`src/rtl/rpc_pkg.sv`:
```
`default_nettype none

package rpc_pkg;

    localparam int MAX_POINTS_DEF = 256;
    localparam int XY_W           = 32;
    localparam int IDX_W          = 8;
    localparam int COUNT_W        = 9;
    localparam int UPC_W          = 4;

    // request actions
    localparam logic [1:0] ACT_CLEAR = 2'd0;
    localparam logic [1:0] ACT_ADD   = 2'd1;
    localparam logic [1:0] ACT_QUERY = 2'd2;
    localparam logic [1:0] ACT_NONE  = 2'd3;

    // result status codes
    localparam logic [1:0] ST_OK         = 2'd0;
    localparam logic [1:0] ST_NOT_LOADED = 2'd1;
    localparam logic [1:0] ST_FULL       = 2'd2;

    // microprogram addresses
    localparam logic [UPC_W-1:0] UPC_WAIT     = 4'd0;
    localparam logic [UPC_W-1:0] UPC_DISPATCH = 4'd1;
    localparam logic [UPC_W-1:0] UPC_CHECK    = 4'd2;
    localparam logic [UPC_W-1:0] UPC_RD_B     = 4'd3;
    localparam logic [UPC_W-1:0] UPC_LD_B     = 4'd4;
    localparam logic [UPC_W-1:0] UPC_SCAN     = 4'd5;
    localparam logic [UPC_W-1:0] UPC_EMIT     = 4'd6;
    localparam logic [UPC_W-1:0] UPC_NONQ     = 4'd7;
    localparam logic [UPC_W-1:0] UPC_EXEC     = 4'd8;

    typedef struct packed {
        logic [1:0]              action;
        logic signed [XY_W-1:0]  point_x;
        logic signed [XY_W-1:0]  point_y;
        logic [IDX_W-1:0]        first_index;
        logic [IDX_W-1:0]        second_index;
    } rpc_in_t;

    typedef struct packed {
        logic [COUNT_W-1:0] inside_count;
        logic [1:0]         status;
    } rpc_out_t;

    typedef enum logic [2:0] {
        C_ALWAYS,
        C_REQ,
        C_NOT_QUERY,
        C_BAD_INDEX,
        C_UNUSED,
        C_MORE,
        C_OUT_FREE
    } cond_t;

    typedef enum logic [1:0] {
        RA_A,
        RA_B,
        RA_I
    } ra_t;

    typedef struct packed {
        cond_t            cond;
        logic [UPC_W-1:0] target;
        logic             hold;
        logic             in_ready;
        ra_t              ra_sel;
        logic             chk;
        logic             ld_ca;
        logic             ld_cb;
        logic             scan;
        logic             i_inc;
        logic             exec;
        logic             emit;
    } rpc_cw_t;

    typedef struct packed {
        logic not_query;
        logic unused;
        logic bad_index;
        logic more;
        logic out_free;
    } rpc_flags_t;

    // control store
    function automatic rpc_cw_t rpc_rom(input logic [UPC_W-1:0] upc);
        rpc_cw_t cw;
        cw = '0;
        cw.cond   = C_ALWAYS;
        cw.target = UPC_WAIT;
        cw.ra_sel = RA_I;
        unique case (upc)
            UPC_WAIT: begin
                cw.cond     = C_REQ;
                cw.target   = UPC_DISPATCH;
                cw.hold     = 1'b1;
                cw.in_ready = 1'b1;
            end
            UPC_DISPATCH: begin
                cw.cond   = C_NOT_QUERY;
                cw.target = UPC_NONQ;
            end
            UPC_CHECK: begin
                cw.cond   = C_BAD_INDEX;
                cw.target = UPC_EMIT;
                cw.chk    = 1'b1;
                cw.ra_sel = RA_A;
            end
            UPC_RD_B: begin
                cw.cond   = C_ALWAYS;
                cw.target = UPC_LD_B;
                cw.ra_sel = RA_B;
                cw.ld_ca  = 1'b1;
            end
            UPC_LD_B: begin
                cw.target = UPC_SCAN;
                cw.ra_sel = RA_I;
                cw.ld_cb  = 1'b1;
                cw.i_inc  = 1'b1;
            end
            UPC_SCAN: begin
                cw.cond   = C_MORE;
                cw.target = UPC_SCAN;
                cw.ra_sel = RA_I;
                cw.scan   = 1'b1;
                cw.i_inc  = 1'b1;
            end
            UPC_EMIT: begin
                cw.cond   = C_OUT_FREE;
                cw.target = UPC_WAIT;
                cw.hold   = 1'b1;
                cw.emit   = 1'b1;
            end
            UPC_NONQ: begin
                cw.cond   = C_UNUSED;
                cw.target = UPC_WAIT;
            end
            UPC_EXEC: begin
                cw.target = UPC_EMIT;
                cw.exec   = 1'b1;
            end
            default: begin
                cw.target = UPC_WAIT;
            end
        endcase
        return cw;
    endfunction

endpackage

`default_nettype wire

```
`src/rtl/rpc_seq.sv`:
```
`default_nettype none

module rpc_seq (
    input  wire logic               aclk,
    input  wire logic               aresetn,
    input  wire logic               s_valid,
    input  wire rpc_pkg::rpc_flags_t flags,
    output rpc_pkg::rpc_cw_t         cw
);

    logic [rpc_pkg::UPC_W-1:0] upc_reg;
    logic [rpc_pkg::UPC_W-1:0] upc_next;
    logic                      cond_hit;

    assign cw = rpc_pkg::rpc_rom(upc_reg);

    always_comb begin
        unique case (cw.cond)
            rpc_pkg::C_ALWAYS:    cond_hit = 1'b1;
            rpc_pkg::C_REQ:       cond_hit = s_valid;
            rpc_pkg::C_NOT_QUERY: cond_hit = flags.not_query;
            rpc_pkg::C_BAD_INDEX: cond_hit = flags.bad_index;
            rpc_pkg::C_UNUSED:    cond_hit = flags.unused;
            rpc_pkg::C_MORE:      cond_hit = flags.more;
            rpc_pkg::C_OUT_FREE:  cond_hit = flags.out_free;
            default:              cond_hit = 1'b1;
        endcase
    end

    always_comb begin
        if (cond_hit) begin
            upc_next = cw.target;
        end else if (cw.hold) begin
            upc_next = upc_reg;
        end else begin
            upc_next = upc_reg + 1'b1;
        end
    end

    always_ff @(posedge aclk) begin
        if (!aresetn) begin
            upc_reg <= rpc_pkg::UPC_WAIT;
        end else begin
            upc_reg <= upc_next;
        end
    end

endmodule

`default_nettype wire

```
`config.mk`:
```
export PLATFORM = sky130hd
export DESIGN_NAME = rpc_seq
export DESIGN_NICKNAME = d
export VERILOG_FILES = /design/src/rtl/rpc_pkg.sv /design/src/rtl/rpc_seq.sv
export SDC_FILE = /design/constraint.sdc
export NUM_CORES = 1
export LEC_CHECK = 0
export BUFFER_PORTS_ARGS = -buffer_cell sky130_fd_sc_hd__clkbuf_2
export CAP_MARGIN = 25
export CORE_UTILIZATION = 40
export DETAILED_ROUTE_END_ITERATION = 8
export HOLD_SLACK_MARGIN = 0.06
export PLACE_DENSITY_LB_ADDON = 0.08
export SLEW_MARGIN = 0
export SYNTH_ARGS = -nofsm -noshare
export SYNTH_HDL_FRONTEND = slang
export SYNTH_SLANG_ARGS = --single-unit
```
`constraint.sdc`:
```
create_clock -name aclk -period 1.9 [get_ports aclk]
set_input_delay 0.285 -clock aclk [delete_from_list [all_inputs] [get_ports aclk]]
set_output_delay 0.285 -clock aclk [all_outputs]
set_load 0.02 [all_outputs]
```
==> results of run 1 <==
## area by class of cell
type	instances	area share (%)
Tap cell	16	1.968
Clock buffer	3	2.214
Inverter	8	3.444
Multi-Input combinational cell	64	58.92
Timing Repair Buffer	39	24.97
Sequential cell	4	8.487
## power breakdown
part | internal [mW] | switching (mW) | leakage, nW
registers | 0.119 | 0.0435 | 0.0344
logic | 0.753 | 0.830 | 0.417
clock network | 0.0710 | 0.0404 | 0.0138
## how the worst min path moves through the flow
| stage | to | depth (start not counted) | slack, ns | from |
|---|---|---|---|---|
| finish | upc_reg[0]$_SDFFE_PN0P_ | 3 | 0.31 | aresetn |
| CTS | upc_reg[0]$_SDFFE_PN0P_ | 3 | 0.30 | aresetn |
| floorplan | upc_reg[0]$_SDFFE_PN0P_ | 2 | 0.42 | aresetn |
| global placement | upc_reg[2]$_SDFFE_PN0P_ | 3 | 0.57 | aresetn |
| global route | upc_reg[0]$_SDFFE_PN0P_ | 3 | 0.35 | aresetn |
| detailed placement | upc_reg[1]$_SDFFE_PN0P_ | 3 | 0.57 | aresetn |
## what timing repair did
action / CTS / global route
pin swaps: 4 / 2
gates resized for setup: 14 / 6
setup endpoints to repair: 9 / 11
setup buffers: 2 / 1
cloned: 0 / 0
## logic make-up after synthesis
| kind of cell | Yosys count |
|---|---|
| AND/OR/NAND/NOR | 37 |
| AO/OA/AOI/OAI | 16 |
| buffers and inverters | 14 |
| adder cells (fa/ha/maj) | 4 |
| multiplexers | 4 |
| flip-flops | 4 |
| XOR/XNOR | 2 |
| other | 1 |
## cells in the mapped netlist (all sizes together) (2+ instances only)
cell type / n
and2: 5
nand3: 2
mux2i: 3
nor3: 8
inv: 8
or2: 3
nor2: 6
xnor2: 2
a21oi: 4
o21ai: 4
a2bb2oi: 2
a221oi: 2
nand2b: 3
dfxtp: 4
nand2: 4
ha: 4
buf: 6
## stage by stage
stage	std cells	util (%)	TNS, ns	hold slack [ns]
floorplan	82	-	0	0.4238
global placement	128	56.02	-0.004172	0.5709
detailed placement	128	56.02	-0.08784	0.5727
CTS	133	62.52	-0.04611	0.2989
global route	134	65.25	-0.2292	0.3482
finish	134	65.25	-0.07180	0.3060
## metal layers
metal,global-route usage (%),up-vias,routed length (um)
met5,0,-,0
met4,13.13,0,57
met3,1.277,6,65
met2,38.18,23,861
met1,23.72,299,711
li1,-,356,-
## tightest hold or removal path: stages
cell and delay (ns):
clkbuf_2 0.11, nand2_1 0.06, mux2i_1 0.05
==> impl_metrics.json, run 1 <==
{
  "register_area_um2": 86.33,
  "yosys.area_share.adder_pct": 7.326,
  "grt_max_degree": 17,
  "multiInputGateArea_um2": 599.3,
  "synth_top_cell_area_share_pct": 11.72,
  "grt_antenna_before_repair": 0,
  "core_region_area_um2": 1559,
  "synth_cell_types": 40,
  "diodes": 0,
  "setup_violations": 1,
  "ios": 26,
  "row_count": 14,
  "worstSetupPathType": "reg2out",
  "largest_reg_flops": 4,
  "violations": "design-rule violations, negative setup slack",
  "wl_per_cell_um": 12.65,
  "drtIter0Drc": 14,
  "r2r-start": "upc_reg[1]$_SDFFE_PN0P_",
  "finalWorstSetupSlack_ns": -0.07180,
  "ctsHtreeMaxLevel": 1,
  "grt.overflow.total": 0,
  "cts_buffer_depth": 2,
  "p_leak_nw": 0.4650,
  "crit_chain": "inv_4, ha_4, nor2_1, or2_1, a221o_1, inv_1, clkbuf_8",
  "ys_seq_elements": 4,
  "cts.sinks": 4,
  "fillCellCount": 149,
  "crit_family": "flip-flops",
  "hpwl_mm": 1.277,
  "place_congestion": 0.8023,
  "synth_top_family_by_area": "simple AND/OR/NAND/NOR gates",
  "critical_path.max_stage_delay_ns": 0.35,
  "muxShareOfSynthArea_pct": 6.044,
  "syn_nets": 94,
  "grt_use_total_pct": 21.09,
  "final_common_cell": "clkbuf_2",
  "ys_top_cells_by_area": "dfxtp_1 (12%), ha_1 (7.3%), and2_1 (4.6%)",
  "startpoint_type": "flop",
  "finalPower_mw": 1.857,
  "critical_path_buf_inv_count": 3,
  "area_delta_synth_final_pct": 48.90,
  "yosys_warnings": 0,
  "skew_ns": 0.01077,
  "worstSetupPathDepth": 7,
  "vias": 684,
  "ys.flop_type": "dfxtp_1",
  "netlist_instances": 82,
  "critPathArrivalTime_ns": 1.69,
  "clkSlewWorstSetupHoldPaths_ns": 0.04,
  "hp-class": "in2reg",
  "first_pass_iters": 6,
  "grt_pass1_vias": 646,
  "placed_area_um2": 873.3,
  "wl_mm": 1.695,
  "drv_slew": 0,
  "post-route-cell-area_um2": 1017,
  "critPathMaxFanout": 5,
  "rrSetupSlack_ns": 0.07,
  "async_reset_ff_share_pct": 0,
  "fmax_ghz": 0.5072,
  "crit_end": "cw[13]",
  "ir_drop_v": 0.001048,
  "rr_worst_depth": 8,
  "rr_endpoint": "upc_reg[2]$_SDFFE_PN0P_",
  "min_period_over_period_pct": 103.8,
  "pre_cts_slack_ns": -0.03656,
  "synth_area_leader_cell": "dfxtp_1",
  "postRouteAntennaNets": 0,
  "synth-xor-area-share_pct": 2.564,
  "dieHeight_um": 43.33,
  "rsz0062_at_grt": "true",
  "cts_buffers": 3,
  "layout-drive-gt1-share_pct": 58.47,
  "cts_root_buffer": "clkbuf_4",
  "cp-end-kind": "output port",
  "post-route-drc-count": 4,
  "port_buffers": 24,
  "status": "finished, violations left",
  "clk-insertion-delay-late_ns": 0.25,
  "syn_area_um2": 683.2,
  "start_util_pct": 43.82,
  "grt_pass1_wl_mm": 2.904,
  "seq_area_frac_synth_pct": 11.72,
  "fin_crit_ns": 1.972,
  "hold_viol": 0,
  "synth_area_per_cell_um2": 8.331,
  "synth-simple-area-share_pct": 33.52,
  "cts_tree": "built",
  "die_w_um": 43.33,
  "dieArea_um2": 1877,
  "synth_compound_area_share_pct": 27.47,
  "cp-startpoint": "upc_reg[1]$_SDFFE_PN0P_",
  "crit_slowest_cell": "dfxtp_2",
  "layout.cells.most_common_list": "clkbuf_2 (23), buf_4 (14), nor3_1 (6), nor2_1 (6)",
  "hold_buffers": 0,
  "max-cap-violations": 0,
  "nNetsFinal": 132,
  "synth_edf_count": 0,
  "vias_per_cell": 5.104,
  "p_per_area_nw_per_um2": 1825,
  "cp.required_ns": 1.62
}
Power figures use the tool's default switching activity.
==> run 2: changes to the inputs <==
==> constraint.sdc (replaced) <==
create_clock -name aclk -period 2.2 [get_ports aclk]
set_input_delay 0.33 -clock aclk [delete_from_list [all_inputs] [get_ports aclk]]
set_output_delay 0.33 -clock aclk [all_outputs]
set_load 0.02 [all_outputs]
==> run 2 against run 1 <==
  * The flow finishes with violations (design-rule violations)
  * Wire length fell by 14%
  * Die area did not move
  * Cell count fell by 5.2%
  * Clock skew fell by 0.0099 ns
  * Clock-buffer cell count did not move
  * Non-clock buffer count fell by 7
  * Clock power fell by 19%
  * Worst setup slack improved by 0.18 ns
  * Worst hold slack improved by 0.068 ns
  * Sequential share of layout area rose by 0.79 points
  * Critical endpoint unchanged
  * Largest cell class unchanged
  * Highest routed layer unchanged
==> impl_metrics.json, run 2 (synthesis gave the netlist of run 1 again) <==
{
  "status": "finished, violations left",
  "violations": "design-rule violations",
  "utilization_pct": 57.95,
  "vias_per_cell": 5.173,
  "cts.sinks": 4,
  "first_pass_iters": 6,
  "dieHeight_um": 43.33,
  "grt_antenna_before_repair": 0,
  "grt_pass1_wl_mm": 2.449,
  "grt_pass1_vias": 566,
  "stdcell_count": 127,
  "layout-drive-gt1-share_pct": 49.55,
  "ir_drop_v": 0.0007450,
  "layout.cells.most_common_list": "clkbuf_2 (24), inv_1 (7), buf_4 (7), nor3_1 (6), nor2_1 (6)",
  "rrSetupSlack_ns": 0.20,
  "hold_buffers": 0,
  "drv_slew": 0,
  "cts_tree": "built",
  "nNetsFinal": 125,
  "cp.required_ns": 1.87,
  "fin_crit_ns": 2.090,
  "rr_endpoint": "upc_reg[2]$_SDFFE_PN0P_",
  "worstMarginPinSlew_ns": 0.5220,
  "r2r-start": "upc_reg[1]$_SDFFE_PN0P_",
  "worstSetupPathType": "reg2out",
  "slew_headroom_pct": 65.15,
  "rr_worst_depth": 8,
  "largest_reg_flops": 4,
  "drtIter0Drc": 5,
  "post-route-drc-count": 4,
  "finalPower_mw": 1.388,
  "critPathMaxFanout": 7,
  "ctsHtreeMaxLevel": 1,
  "wl_per_cell_um": 11.50,
  "vias": 657,
  "area_delta_synth_final_pct": 32.23,
  "wl_mm": 1.461,
  "final_common_cell": "clkbuf_2",
  "die_w_um": 43.33,
  "placed_cells": 120,
  "p_leak_nw": 0.4208,
  "grt.overflow.total": 0,
  "core_region_area_um2": 1559,
  "postRouteAntennaNets": 0,
  "grt_max_degree": 19,
  "post-route-cell-area_um2": 903.4,
  "diodes": 0,
  "cp-end-kind": "output port",
  "cts_root_buffer": "clkbuf_4",
  "cts_buffers": 3,
  "whs_path_depth": 3,
  "fmax_ghz": 0.4784,
  "row_count": 14,
  "min_period_over_period_pct": 95.01,
  "start_util_pct": 43.82,
  "clkSlewWorstSetupHoldPaths_ns": 0.04,
  "hold_viol": 0,
  "port_buffers": 24,
  "skew_ns": 0.0008303,
  "clk-insertion-delay-late_ns": 0.23,
  "p_per_area_nw_per_um2": 1537,
  "hp-start": "aresetn",
  "holdPathEnd": "upc_reg[0]$_SDFFE_PN0P_",
  "hp-class": "in2reg",
  "hpwl_mm": 1.158,
  "cts_buffer_depth": 2,
  "ios": 26,
  "placed_area_um2": 809.5,
  "dieArea_um2": 1877,
  "max-cap-violations": 0,
  "setup_violations": 0,
  "grt_use_total_pct": 17.46,
  "critPathArrivalTime_ns": 1.76,
  "place_congestion": 0.6967,
  "whs_ns": 0.3744,
  "startpoint_type": "flop"
}
-- run 2: power by group --
group	total (mW)	switching (mW)	internal, mW	leakage (nW)
combinational	1.15	0.627	0.520	0.374
clock	0.0904	0.0294	0.0610	0.0138
sequential	0.151	0.0495	0.101	0.0335
total	1.39	0.706	0.683	0.421
-- run 2: how the worst max path moves through the flow --
stage	cells after the start	end	start
5_1_grt	7	cw[13]	upc_reg[1]$_SDFFE_PN0P_
3_5_place_dp	6	upc_reg[1]$_SDFFE_PN0P_	upc_reg[0]$_SDFFE_PN0P_
6_report	7	cw[13]	upc_reg[0]$_SDFFE_PN0P_
4_1_cts	7	cw[13]	upc_reg[1]$_SDFFE_PN0P_
2_1_floorplan	7	upc_reg[2]$_SDFFE_PN0P_	upc_reg[0]$_SDFFE_PN0P_
3_3_place_gp	7	upc_reg[2]$_SDFFE_PN0P_	upc_reg[0]$_SDFFE_PN0P_
-- run 2: worst max-delay path, stage by stage (launching register included) --
cell      delay (ns)
dfxtp_4         0.36
inv_1           0.12
ha_2            0.25
buf_6           0.16
nor3_4          0.06
a221o_1         0.35
inv_1           0.06
clkbuf_2        0.16
-- run 2: cell type report --
cell class              instances  area, um^2
inverters                       8       30.03
repair buffers                 32       183.9
multi-input cells              64       563.0
well taps                      16       20.02
flip-flops and latches          4       83.83
fillers                       165       655.6
clock buffers                   3       22.52
-- run 2: per-layer routing --
metal,track usage (%),routed length (um),vias up
li1,-,-,342
met1,23.02,707,295
met2,27.27,688,18
met3,2.553,51,2
met4,9.375,14,0
met5,0,0,-
-- run 2: per-stage QoR --
step	worst slack [ns]	setup TNS, ns
after floorplan	0.2711	0
after global placement	0.1772	0
after detailed placement	0.1078	0
after CTS	0.009413	0
after global routing	-0.0006022	-0.0006022
final	0.1097	0
-- run 2: what timing repair did --
action / CTS / global route
setup buffers: 0 / 4
pin swaps: 0 / 2
setup endpoints to repair: 1 / 1
resized for setup: 4 / 5
==> run 3: changes to the inputs <==
--- a/config.mk
+++ b/config.mk
@@ -7,9 +7,12 @@
 export LEC_CHECK = 0
 export BUFFER_PORTS_ARGS = -buffer_cell sky130_fd_sc_hd__clkbuf_2
 export CAP_MARGIN = 25
-export CORE_UTILIZATION = 40
+export CELL_PAD_IN_SITES_DETAIL_PLACEMENT = 2
+export CELL_PAD_IN_SITES_GLOBAL_PLACEMENT = 2
+export CORE_UTILIZATION = 26
 export DETAILED_ROUTE_END_ITERATION = 8
 export HOLD_SLACK_MARGIN = 0.06
+export MAX_ROUTING_LAYER = met4
 export PLACE_DENSITY_LB_ADDON = 0.08
 export SLEW_MARGIN = 0
 export SYNTH_ARGS = -nofsm -noshare
==> run 3 against run 2 <==
  * The flow now finishes without violations
  * Sequential cell count unchanged
  * Worst hold slack improved by 0.0089 ns
  * Sequential power about the same
  * Clock skew increased by 0.0093 ns
  * Design area increased by 4.6%
  * First-iteration DRC count decreased by 20%
  * Clock power increased by 4.8%
  * Highest routed layer unchanged
==> impl_metrics.json, run 3 (synthesis gave the netlist of run 1 again) <==
{
  "grt.overflow.total": 0,
  "crit_top_cell": "inv_1",
  "skew_ns": 0.01010,
  "wl_met2_mm": 1.118,
  "die_w_um": 53.26,
  "fmax_ghz": 0.4827,
  "wl_mm": 2.056,
  "hold_viol": 0,
  "hpwl_mm": 1.718,
  "layout-drive-gt1-share_pct": 50.89,
  "crit_slowest_cell": "a221o_1",
  "place_congestion": 0.7182,
  "grt_use_total_pct": 16.55,
  "drtIter0Drc": 4,
  "finalPower_mw": 1.464,
  "tns_ns": 0,
  "vias_per_cell": 4.789,
  "first_pass_iters": 2,
  "status": "finished clean",
  "cts_buffers": 3,
  "crit_family": "buffers and inverters",
  "ctsHtreeMaxLevel": 1,
  "critical_path_buf_inv_count": 3,
  "drv_slew": 0,
  "drt-met1-wl_um": 851,
  "hp-class": "in2reg",
  "diodes": 0,
  "dr.max_layer_used": "met4",
  "grt_pass1_vias": 704,
  "clkSlewWorstSetupHoldPaths_ns": 0.05,
  "fillCellCount": 297,
  "routed-wl-met3_um": 72,
  "grt_antenna_before_repair": 0,
  "cts.sinks": 4,
  "ir_drop_v": 0.0005794,
  "largest_reg_flops": 4,
  "setup_violations": 0,
  "hold_buffers": 0,
  "post-route-drc-count": 0,
  "postRouteAntennaNets": 0,
  "startpoint_type": "flop",
  "clk-insertion-delay-late_ns": 0.24,
  "critical_path.max_stage_delay_ns": 0.33,
  "min_period_over_period_pct": 94.16,
  "row_count": 18,
  "rsz0062_at_grt": "false",
  "critPathMaxFanout": 5,
  "cts_tree": "built",
  "cts_root_buffer": "clkbuf_4",
  "cts_buffer_depth": 2,
  "area_delta_synth_final_pct": 38.28,
  "cp.required_ns": 1.87,
  "ios": 26,
  "dieArea_um2": 2837,
  "worstSetupPathType": "reg2out",
  "core_region_area_um2": 2477,
  "port_buffers": 24,
  "fin_crit_ns": 2.072,
  "nNetsFinal": 126,
  "final_common_cell": "clkbuf_2",
  "dieHeight_um": 53.26,
  "critPathArrivalTime_ns": 1.74,
  "cp-end-kind": "output port",
  "layout.cells.most_common_list": "clkbuf_2 (24), buf_4 (8), inv_1 (6), nor3_1 (6), nor2_1 (6)",
  "p_per_area_nw_per_um2": 1550,
  "p_leak_nw": 0.4298,
  "grt_max_degree": 13,
  "crit_chain": "inv_1, ha_4, nor2_1, or2_1, a221o_1, inv_1, clkbuf_2",
  "max-cap-violations": 0,
  "grt_pass1_wl_mm": 3.270,
  "start_util_pct": 27.58,
  "wl_per_cell_um": 14.48,
  "utilization_pct": 38.13,
  "vias": 680
}
## run 3: cell count changes in the layout (fill, tap and decap cells not counted), sizes merged
cell	previous run	this run
buf	8	9
## run 3: cell type report
| class | instances | area, um^2 | share of cell area, % |
|---|---|---|---|
| clock buffer | 3 | 22.52 | 2.384 |
| inverter | 8 | 30.03 | 3.179 |
| multi-input combinational | 64 | 573.1 | 60.66 |
| sequential | 4 | 81.33 | 8.609 |
| tap | 30 | 37.54 | 3.974 |
| timing repair buffer | 33 | 200.2 | 21.19 |
## run 3: what timing repair did
action / 4_1_cts / 5_1_grt
buffers inserted: 0 / 2
gates cloned: 0 / 0
gates resized for setup: 4 / 5
endpoints found under the hold margin: 0 / 0
setup endpoints to repair: 1 / 1
## run 3: final timing paths
check                          startpoint                       to  slack (ns)  depth (start not counted)
setup / recovery  upc_reg[1]$_SDFFE_PN0P_                   cw[13]        0.13                          7
hold / removal                    aresetn  upc_reg[0]$_SDFFE_PN0P_        0.38                          3
setup reg to reg  upc_reg[1]$_SDFFE_PN0P_  upc_reg[0]$_SDFFE_PN0P_        0.17                          8
hold reg to reg   upc_reg[0]$_SDFFE_PN0P_  upc_reg[0]$_SDFFE_PN0P_        0.67                          3
## run 3: power by group
part / internal, mW / total (mW) / switching [mW]
Clock: 0.0613 / 0.0947 / 0.0335
Sequential: 0.0980 / 0.149 / 0.0513
Combinational: 0.546 / 1.22 / 0.674
Total: 0.706 / 1.46 / 0.759
## run 3: worst register-to-register path, cell delays in order (launching register included)
cell and delay, ns:
dfxtp_1 0.32, inv_1 0.16, ha_4 0.22, buf_12 0.12, and2b_1 0.20, o21ai_1 0.22, a221oi_4 0.11, o32ai_4 0.38
mux2i_1 0.24
## run 3: per-stage QoR
stage	instances	hold WS, ns	setup slack [ns]	area (um^2)
final	142	0.3833	0.1284	944.7
after global routing	142	0.4066	0.01307	944.7
after CTS	140	0.3787	0.005000	884.6
after detailed placement	137	0.6261	0.02387	849.6
after global placement	137	0.6265	0.1126	849.6
after floorplan	82	0.4688	0.2711	683.2
## run 3: layer usage
metal  GRT usage (%)  vias to the layer above
met5               -                        -
met4           3.947                        0
met3           2.586                        2
met2           30.42                       15
met1           18.37                      320
li1                -                      343
